===== src/rtl/core/bgc_pkg.sv =====
package bgc_pkg;

  localparam int unsigned NumButtons = 8;
  localparam int unsigned NumEncoders = 4;
  localparam int unsigned TimeBits = 32;
  localparam int unsigned BtnIdxW = $clog2(NumButtons);

  localparam logic [31:0] LongPressReset = 32'd500000;
  localparam logic [31:0] DoublePressReset = 32'd300000;
  localparam logic [31:0] ChordReset = 32'd50000;

  typedef enum logic [1:0] {
    CfgLongPress = 2'd0,
    CfgDoublePress = 2'd1,
    CfgChord = 2'd2
  } cfg_idx_e;

  typedef enum logic [1:0] {
    ModeButton = 2'd0,
    ModeFlush = 2'd1,
    ModeEncoder = 2'd2,
    ModeClear = 2'd3
  } mode_e;

  typedef enum logic [2:0] {
    EvPress = 3'd0,
    EvDouble = 3'd1,
    EvLong = 3'd2,
    EvChord = 3'd3,
    EvTurn = 3'd4,
    EvHoldTurn = 3'd5
  } event_e;

  typedef struct packed {
    logic [1:0] mode;
    logic [2:0] button_index;
    logic button_pressed;
    logic [31:0] sample_time;
    logic [31:0] now_time;
    logic [1:0] encoder_index;
    logic signed [15:0] encoder_delta;
  } in_item_t;

  typedef struct packed {
    logic [2:0] event_kind;
    logic [2:0] primary_button;
    logic [7:0] button_set;
    logic [1:0] encoder_number;
    logic signed [15:0] turn_amount;
    logic [31:0] event_time;
    logic last_of_run;
  } out_item_t;

  // Controller to datapath commands.
  typedef struct packed {
    logic load;      // capture the input item
    logic button;    // run the button update on the captured item
    logic chord;     // chord check and record
    logic flush_step;// examine flush cursor button
    logic encoder;   // encoder event
    logic clear;     // drop pending presses
    logic emit_pop;  // oldest queued result taken
  } cmd_t;

  typedef struct packed {
    logic [1:0] mode;
    logic flush_last;
    logic queue_empty;
    logic queue_one;
  } status_t;

endpackage


===== src/rtl/core/bgc_ctrl.sv =====
module bgc_ctrl (
  input  logic             clk_i,
  input  logic             rst_ni,
  input  logic             in_valid_i,
  output logic             in_ready_o,
  output logic             out_valid_o,
  input  logic             out_ready_i,
  input  bgc_pkg::status_t status_i,
  output bgc_pkg::cmd_t    cmd_o
);
  import bgc_pkg::*;

  typedef enum logic [4:0] {
    StIdle  = 5'b00001,
    StExec  = 5'b00010,
    StChord = 5'b00100,
    StFlush = 5'b01000,
    StEmit  = 5'b10000
  } state_e;

  state_e state_q, state_d;

  assign in_ready_o = (state_q == StIdle);
  assign out_valid_o = (state_q == StEmit) && !status_i.queue_empty;

  always_comb begin
    cmd_o = '0;
    state_d = state_q;
    unique case (state_q)
      StIdle: begin
        if (in_valid_i) begin
          cmd_o.load = 1'b1;
          state_d = StExec;
        end
      end
      StExec: begin
        case (status_i.mode)
          ModeButton: begin
            cmd_o.button = 1'b1;
            state_d = StChord;
          end
          ModeFlush: state_d = StFlush;
          ModeEncoder: begin
            cmd_o.encoder = 1'b1;
            state_d = StEmit;
          end
          default: begin
            cmd_o.clear = 1'b1;
            state_d = StEmit;
          end
        endcase
      end
      StChord: begin
        cmd_o.chord = 1'b1;
        state_d = StEmit;
      end
      StFlush: begin
        cmd_o.flush_step = 1'b1;
        if (status_i.flush_last) state_d = StEmit;
      end
      StEmit: begin
        if (status_i.queue_empty) begin
          state_d = StIdle;
        end else if (out_ready_i) begin
          cmd_o.emit_pop = 1'b1;
          if (status_i.queue_one) state_d = StIdle;
        end
      end
      default: state_d = StIdle;
    endcase
  end

  always_ff @(posedge clk_i or negedge rst_ni) begin
    if (!rst_ni) begin
      state_q <= StIdle;
    end else begin
      state_q <= state_d;
    end
  end

endmodule


===== src/rtl/core/bgc_datapath.sv =====
module bgc_datapath (
  input  logic                clk_i,
  input  logic                rst_ni,
  input  logic                cfg_we_i,
  input  logic [1:0]          cfg_index_i,
  input  logic [31:0]         cfg_data_i,
  input  bgc_pkg::in_item_t   in_item_i,
  input  bgc_pkg::cmd_t       cmd_i,
  output bgc_pkg::status_t    status_o,
  output bgc_pkg::out_item_t  out_item_o
);
  import bgc_pkg::*;

  localparam int unsigned QCntW = $clog2(NumButtons + 1);

  logic [31:0] long_q, dbl_q, chord_t_q;
  in_item_t item_q;

  logic [NumButtons-1:0] down_q, long_sent_q, await_q, chord_valid_q;
  logic [TimeBits-1:0] change_q [NumButtons];
  logic [TimeBits-1:0] release_q [NumButtons];
  logic [NumButtons-1:0] chord_mask_q [NumButtons];
  logic [NumButtons-1:0] held_q, pending_q;
  logic [BtnIdxW-1:0] cursor_q;

  // Result queue; written and read in order, at most NumButtons entries per item.
  out_item_t queue_q [NumButtons];
  logic [BtnIdxW-1:0] rd_q, wr_q;
  logic [QCntW-1:0] cnt_q;

  logic [BtnIdxW-1:0] id, fi;
  logic [NumButtons-1:0] bit_id, bit_fi;
  logic id_ok;
  logic [TimeBits-1:0] now_t, dt_rel, dt_chg, dt_age, dt_frel;
  logic [QCntW-1:0] held_cnt;
  logic chord_active, chord_free;
  logic [BtnIdxW-1:0] free_idx;
  logic push;
  out_item_t push_item;

  assign id = item_q.button_index[BtnIdxW-1:0];
  assign id_ok = ({29'd0, item_q.button_index} < 32'(NumButtons));
  assign bit_id = NumButtons'(1) << id;
  assign fi = cursor_q;
  assign bit_fi = NumButtons'(1) << fi;
  assign now_t = item_q.now_time[TimeBits-1:0];
  assign dt_rel = now_t - release_q[id];
  assign dt_chg = now_t - change_q[id];
  assign dt_age = now_t - item_q.sample_time[TimeBits-1:0];
  assign dt_frel = now_t - release_q[fi];

  always_comb begin
    held_cnt = '0;
    chord_active = 1'b0;
    chord_free = 1'b0;
    free_idx = '0;
    for (int i = 0; i < NumButtons; i++) begin
      held_cnt = held_cnt + QCntW'(held_q[i]);
      if (chord_valid_q[i] && chord_mask_q[i] == held_q) chord_active = 1'b1;
    end
    for (int i = NumButtons - 1; i >= 0; i--) begin
      if (!chord_valid_q[i]) begin
        chord_free = 1'b1;
        free_idx = BtnIdxW'(i);
      end
    end
  end

  // Decide whether the current command writes a result.
  always_comb begin
    push = 1'b0;
    push_item = '0;
    push_item.event_time = item_q.now_time;
    push_item.primary_button = item_q.button_index;
    push_item.button_set = 8'(bit_id);
    if (cmd_i.button && id_ok) begin
      if (item_q.button_pressed != down_q[id]) begin
        if (item_q.button_pressed && await_q[id] && dt_rel <= dbl_q[TimeBits-1:0]) begin
          push = 1'b1;
          push_item.event_kind = EvDouble;
        end
      end else if (item_q.button_pressed && !long_sent_q[id] &&
                   dt_chg >= long_q[TimeBits-1:0]) begin
        push = 1'b1;
        push_item.event_kind = EvLong;
      end
    end
    if (cmd_i.chord && id_ok && item_q.button_pressed && held_cnt >= QCntW'(2) &&
        !chord_active && dt_age <= chord_t_q[TimeBits-1:0]) begin
      push = 1'b1;
      push_item.event_kind = EvChord;
      push_item.button_set = 8'(held_q);
    end
    if (cmd_i.flush_step && pending_q[fi] && !long_sent_q[fi] &&
        !(await_q[fi] && dt_frel <= dbl_q[TimeBits-1:0])) begin
      push = 1'b1;
      push_item.event_kind = EvPress;
      push_item.primary_button = 3'(fi);
      push_item.button_set = 8'(bit_fi);
    end
    if (cmd_i.encoder && {30'd0, item_q.encoder_index} < 32'(NumEncoders) &&
        item_q.encoder_delta != '0) begin
      push = 1'b1;
      push_item.primary_button = '0;
      push_item.encoder_number = item_q.encoder_index;
      push_item.turn_amount = item_q.encoder_delta;
      push_item.button_set = 8'(held_q);
      push_item.event_kind = (held_q != '0) ? EvHoldTurn : EvTurn;
    end
  end

  // A chord only fires on a press that changed state, so the chord step is
  // gated by a flag left by the button step.
  logic chord_go_q;

  always_ff @(posedge clk_i or negedge rst_ni) begin
    if (!rst_ni) begin
      long_q <= LongPressReset;
      dbl_q <= DoublePressReset;
      chord_t_q <= ChordReset;
      down_q <= '0;
      long_sent_q <= '0;
      await_q <= '0;
      chord_valid_q <= '0;
      held_q <= '0;
      pending_q <= '0;
      cursor_q <= '0;
      rd_q <= '0;
      wr_q <= '0;
      cnt_q <= '0;
      chord_go_q <= 1'b0;
      for (int i = 0; i < NumButtons; i++) begin
        change_q[i] <= '0;
        release_q[i] <= '0;
      end
    end else begin
      if (cfg_we_i) begin
        unique case (cfg_index_i)
          CfgLongPress: long_q <= cfg_data_i;
          CfgDoublePress: dbl_q <= cfg_data_i;
          CfgChord: chord_t_q <= cfg_data_i;
          default: ;
        endcase
      end
      if (cmd_i.load) begin
        cursor_q <= '0;
        chord_go_q <= 1'b0;
      end
      if (cmd_i.clear) pending_q <= '0;
      if (cmd_i.button && id_ok) begin
        if (item_q.button_pressed != down_q[id]) begin
          down_q[id] <= item_q.button_pressed;
          change_q[id] <= now_t;
          if (item_q.button_pressed) begin
            held_q <= held_q | bit_id;
            chord_go_q <= 1'b1;
            if (await_q[id] && dt_rel <= dbl_q[TimeBits-1:0]) begin
              await_q[id] <= 1'b0;
              long_sent_q[id] <= 1'b1;
            end else begin
              long_sent_q[id] <= 1'b0;
              pending_q <= pending_q | bit_id;
            end
          end else begin
            held_q <= held_q & ~bit_id;
            release_q[id] <= now_t;
            await_q[id] <= !long_sent_q[id];
            for (int i = 0; i < NumButtons; i++) begin
              if (chord_valid_q[i] && (chord_mask_q[i] & bit_id) != '0) begin
                chord_valid_q[i] <= 1'b0;
              end
            end
          end
        end else if (item_q.button_pressed && !long_sent_q[id] &&
                     dt_chg >= long_q[TimeBits-1:0]) begin
          long_sent_q[id] <= 1'b1;
          await_q[id] <= 1'b0;
        end
      end
      if (cmd_i.chord && push && chord_go_q && chord_free) begin
        chord_valid_q[free_idx] <= 1'b1;
      end
      if (cmd_i.flush_step) begin
        cursor_q <= cursor_q + 1'b1;
        if (pending_q[fi] && !(await_q[fi] && dt_frel <= dbl_q[TimeBits-1:0])) begin
          await_q[fi] <= 1'b0;
          pending_q[fi] <= 1'b0;
        end
      end
      if (push && !(cmd_i.chord && !chord_go_q)) begin
        wr_q <= wr_q + 1'b1;
      end
      if (cmd_i.emit_pop) rd_q <= rd_q + 1'b1;
      cnt_q <= cnt_q + QCntW'(push && !(cmd_i.chord && !chord_go_q))
               - QCntW'(cmd_i.emit_pop);
    end
  end

  always_ff @(posedge clk_i) begin
    if (cmd_i.load) item_q <= in_item_i;
    if (cmd_i.chord && push && chord_go_q && chord_free) begin
      chord_mask_q[free_idx] <= held_q;
    end
    if (push && !(cmd_i.chord && !chord_go_q)) queue_q[wr_q] <= push_item;
  end

  always_comb begin
    out_item_o = queue_q[rd_q];
    out_item_o.last_of_run = (cnt_q == QCntW'(1));
  end

  assign status_o.mode = item_q.mode;
  assign status_o.flush_last = (cursor_q == BtnIdxW'(NumButtons - 1));
  assign status_o.queue_empty = (cnt_q == '0);
  assign status_o.queue_one = (cnt_q == QCntW'(1));

endmodule


===== src/rtl/core/button_gesture_classifier_top.sv =====
// Button gesture classifier.
// Input channel (in_valid_i/in_ready_o/in_item_i) takes one transaction per
// item: a button sample, an end-of-scan flush, an encoder delta or a clear.
// Output channel (out_valid_o/out_ready_i/out_item_o) delivers the gesture
// events caused by that item in order; last_of_run marks the final one.
// Configuration writes (cfg_we_i, cfg_index_i, cfg_data_i) are registered;
// the user must make them while the block is idle, which is not enforced.
// A button sample passes through the execute and chord steps before its
// events show, a flush steps through every button (one button examined per
// cycle), and an encoder or clear item through the execute step alone. An
// item with no events returns to ready after passing the emit state.
// Items are processed one at a time; the next is accepted after the last
// event of the previous one is taken. A stalled receiver holds the current
// event steady and blocks further input.
// Reset clears all button state, chord records and pending presses and
// loads the default timing registers.
module button_gesture_classifier_top (
  input  logic               clk_i,
  input  logic               rst_ni,
  input  logic               cfg_we_i,
  input  logic [1:0]         cfg_index_i,
  input  logic [31:0]        cfg_data_i,
  input  logic               in_valid_i,
  output logic               in_ready_o,
  input  bgc_pkg::in_item_t  in_item_i,
  output logic               out_valid_o,
  input  logic               out_ready_i,
  output bgc_pkg::out_item_t out_item_o
);
  import bgc_pkg::*;

  cmd_t cmd;
  status_t status;

  bgc_ctrl u_ctrl (
    .clk_i, .rst_ni, .in_valid_i, .in_ready_o, .out_valid_o, .out_ready_i,
    .status_i(status), .cmd_o(cmd)
  );

  bgc_datapath u_dp (
    .clk_i, .rst_ni, .cfg_we_i, .cfg_index_i, .cfg_data_i, .in_item_i,
    .cmd_i(cmd), .status_o(status), .out_item_o
  );

endmodule


===== config.mk =====
export PLATFORM = sky130hd
export DESIGN_NAME = button_gesture_classifier_top
export DESIGN_NICKNAME = d
export VERILOG_FILES = /design/src/rtl/core/bgc_pkg.sv /design/src/rtl/core/bgc_ctrl.sv /design/src/rtl/core/bgc_datapath.sv /design/src/rtl/core/button_gesture_classifier_top.sv
export SDC_FILE = /design/constraint.sdc
export NUM_CORES = 2
export LEC_CHECK = 0
export BUFFER_PORTS_ARGS = -buffer_cell sky130_fd_sc_hd__buf_2
export CAP_MARGIN = 20
export CORE_MARGIN = 10
export CORE_UTILIZATION = 55
export DETAILED_ROUTE_END_ITERATION = 12
export PLACE_DENSITY = 0.8
export SYNTH_ARGS = -nofsm -noshare
export SYNTH_HDL_FRONTEND = slang
export SYNTH_SLANG_ARGS = --single-unit

===== constraint.sdc =====
create_clock -name clk_i -period 17.8 [get_ports clk_i]
set_input_delay 0.89 -clock clk_i [delete_from_list [all_inputs] [get_ports clk_i]]
set_output_delay 0.89 -clock clk_i [all_outputs]
set_load 0.01 [all_outputs]

==> flow_summary_export.csv <==
group,metric,value,unit
route,drc,0,
timing,skew,0.0405,ns
timing,finalHoldViolCount,0,
cells_and_area,final_cell_mix,"nand2_1, edfxtp_1, dfrtp_1",
clocking,cts_tree,"built",
pwr,p_int,0.00679,W
logic_synthesis,netlist_area,66800,um2
clocking,cts_resized,0,
route,post_drt_wl_per_cell,26.7,um
global_route,overflow,0,
logic_synthesis,synth_flop_cell,"edfxtp_1",
critical_path,slowest_stage,"a2111oi_0",
cells_and_area,nets,5757,
logic_synthesis,synth_top_area_cell,"edfxtp_1",
timing,fin_tns_setup,0,ns
cells_and_area,final_common_cell,"nand2_1",
floorplan,fp-row-count,127,
critical_path,cp_data_arrival_time,10.75,ns
clocking,clock_path_buffers,3,
pwr,pwr-share-clk,29.4,%
clocking,hold_buffers,0,
clocking,htreeDepth,4,
timing,fin_crit_sh,58.2,%
route,ant_nets,0,
timing,fin_crit,10.35,ns
timing,worst_pin_slew,1.25,ns
route,first_pass_iters,6,
critical_path,cp_common_cell,"buf_4",
floorplan,io_pins,194,
global_route,grt_pass1_vias,46300,
clocking,post-cts-setup-buffers,0,
timing,fmax,96.6,MHz
critical_path,start_kind,"flop",
logic_synthesis,synth.distinct_cells,100,
clocking,clkTransAtPathRegs,0.06,ns
critical_path,path_max_fanout,65,
logic_synthesis,synth_top_family_by_area,"multiplexers",
cells_and_area,diodes,0,
timing,rsz0062_at_grt,"false",
route,num_vias,45600,
logic_synthesis,synth_top_area_share,29.8,%
critical_path,max_stage_delay,0.88,ns
global_route,grt_pass1_wl,285000,um
logic_synthesis,synth_seq_area_share,55.2,%
floorplan,core,120000,um2
critical_path,crit_family,"compound AO/OA/AOI/OAI gates",
timing,max_slew_margin,15.9,%
clocking,clock_latency,0.79,ns
logic_synthesis,synth_mux_area_share,17.9,%
route,drtIter0Drc,5084,
logic_synthesis,synth_xor_area_share,2.31,%
pwr,p_leak,31.5,nW
pwr,p_seq_share,37.6,%
critical_path,crit_type,"reg2reg",
floorplan,die_height,369,um
pwr,power,0.0103,W
run,drv_cap,0,
cells_and_area,finalNonFillerCells,7076,
logic_synthesis,synth_fa_ha_area_share,5.33,%
clocking,clock_sinks,1339,
route,wl_met2,90100,um
pwr,p_sw_share,33.8,%
cells_and_area,syn2layout_area_growth,11.2,%
logic_synthesis,synth_compound_area_share,7.09,%
logic_synthesis,synth-seq-cells,1339,
route,met1_length,71300,um
cells_and_area,fin_area,74300,um2
floorplan,die_area,136000,um2
logic_synthesis,synth-edff-count,664,
placed_design,place_congestion,0.925,
route,wl_met3,18600,um
hold_path,hold_path_class,"in2async",
pwr,pwr-share-comb,33.0,%
cells_and_area,fill_cells,8591,
logic_synthesis,syn_inst,5184,
clocking,root_buffer,"clkbuf_16",
critical_path,cp.required,18.19,ns
logic_synthesis,syn_avg_cell_area,12.9,um2
critical_path,worstSetupEndpointType,"flop",
placed_design,place_area,69500,um2
route,routed.top_layer,"met5",
global_route,grt_max_degree,190,
pwr,p_sw,0.00347,W
logic_synthesis,yosys-top-cells-area,"edfxtp_1, dfrtp_1, mux4_2",
pwr,ir_worst_vdd,0.146,mV
logic_synthesis,async_reset_ff_share,50.4,%
timing,setup_viol,0,
logic_synthesis,synth-simple-area-share,9.31,%
global_route,grt.total_usage,27.3,%
route,wl,189000,um
global_route,antenna_found_initial,9,
floorplan,die_w,369,um
cells_and_area,multiInputGateArea,28100,um2
cells_and_area,seq_area,36900,um2
logic_synthesis,synth_nets,5590,
route,viasPerCell,6.45,
placed_design,placed_cells,6820,
outcome,outcome,"finished, final reports clean",
logic_synthesis,synth_warnings,0,
floorplan,floorplan.initialDensity,55.5,%
clocking,cts_buffers,136,
cells_and_area,drive_gt1_share,23.8,%
timing,slew_viol_final,0,
critical_path,crit_buf_inv,6,
placed_design,dp_hpwl,116000,um
pwr,power_density,138,nW/um2
placed_design,port_buffers,193,
synth_stat cells, drive strengths merged, types with 25 or more instances:
cell	instances
nand2	947
edfxtp	664
dfrtp	653
mux2	398
mux4	294
ha	270
inv	190
a21oi	181
o21ai	166
clkbuf	158
nor2	148
buf	110
xor2	89
xnor2	87
mux2i	86
a22oi	59
nand3	59
a21o	57
nor3	57
nand4	46
and2	32
a221oi	31
o21a	29
a31oi	25
stage by stage:
step	utilization, %	setup slack (ns)	hold WS [ns]
2_1_floorplan	-	4.58	0.442
3_3_place_gp	57.8	7.79	0.457
3_5_place_dp	57.8	7.57	0.475
4_1_cts	61.7	7.52	0.190
5_1_grt	61.8	6.90	0.227
6_report	61.8	7.45	0.156
power groups by stage:
stage	registers [W]	logic, W	clock network, W
floorplan	0.00382	0.00235	0
global route	0.00389	0.00366	0.00317
finish	0.00386	0.00338	0.00302
detailed placement	0.00391	0.00328	0
global placement	0.00389	0.00319	0
CTS	0.00386	0.00335	0.00304
cell families after synthesis:
kind of cell    count (synthesis)
mux                           778
xor+xnor                      176
compound gates                722
fa+ha+maj                     279
buf+inv                       458
flops                        1339
simple gates                 1432
per-layer routing:
layer	global-route usage, %	up-vias
li1	-	19500
met3	6.15	518
met2	44.5	2706
met1	34.9	22900
met4	12.2	10
met5	0	-
path summary, 6_finish.rpt:
kind | startpoint | end | slack (ns) | depth (start not counted)
setup / recovery | u_dp.id[1]$_DFFE_PP_ | u_dp.queue_q[4][21]$_DFFE_PP_ | 7.45 | 29
hold / removal | rst_ni | u_dp.release_q[187]$_DFFE_PN0P_ | 0.16 | 1
setup reg to reg | u_dp.id[1]$_DFFE_PP_ | u_dp.queue_q[4][21]$_DFFE_PP_ | 7.45 | 29
hold reg to reg | u_dp.change_q[65]$_DFFE_PN0P_ | u_dp.change_q[65]$_DFFE_PN0P_ | 0.49 | 2
max in group asynchronous | rst_ni | u_dp.rd_q[2]$_DFFE_PN0P_ | 14.15 | 4
min in group clk_i | in_item_i[16] | u_dp.item_q[16]$_DFFE_PP_ | 0.28 | 1
flip-flops by register name, summed over array words and instances, names as in the netlist, 4 cells and up, named ones only:
name and count:
u_dp.cnt_q 4, u_dp.release_q 256, u_dp.chord_mask_q 64, u_dp.long_q 32, u_dp.chord_valid_q 8, u_dp.down_q 8, u_dp.dbl_q 32, u_dp.now_t 32
u_dp.change_q 256, u_dp.await_q 8, u_dp.chord_t_q 32, u_dp.item_q 51, u_dp.queue_q 512, u_ctrl.state_q 5, u_dp.pending_q 8
layout make-up:
type / count / area share (%)
sequential: 1339 / 49.6
clock inverter: 67 / 1.10
clock buffer: 184 / 5.22
timing repair buffer: 297 / 2.48
multi-input combinational: 3387 / 37.9
inverter: 190 / 0.963
tap: 1612 / 2.72
Power figures use the tool's default switching activity.
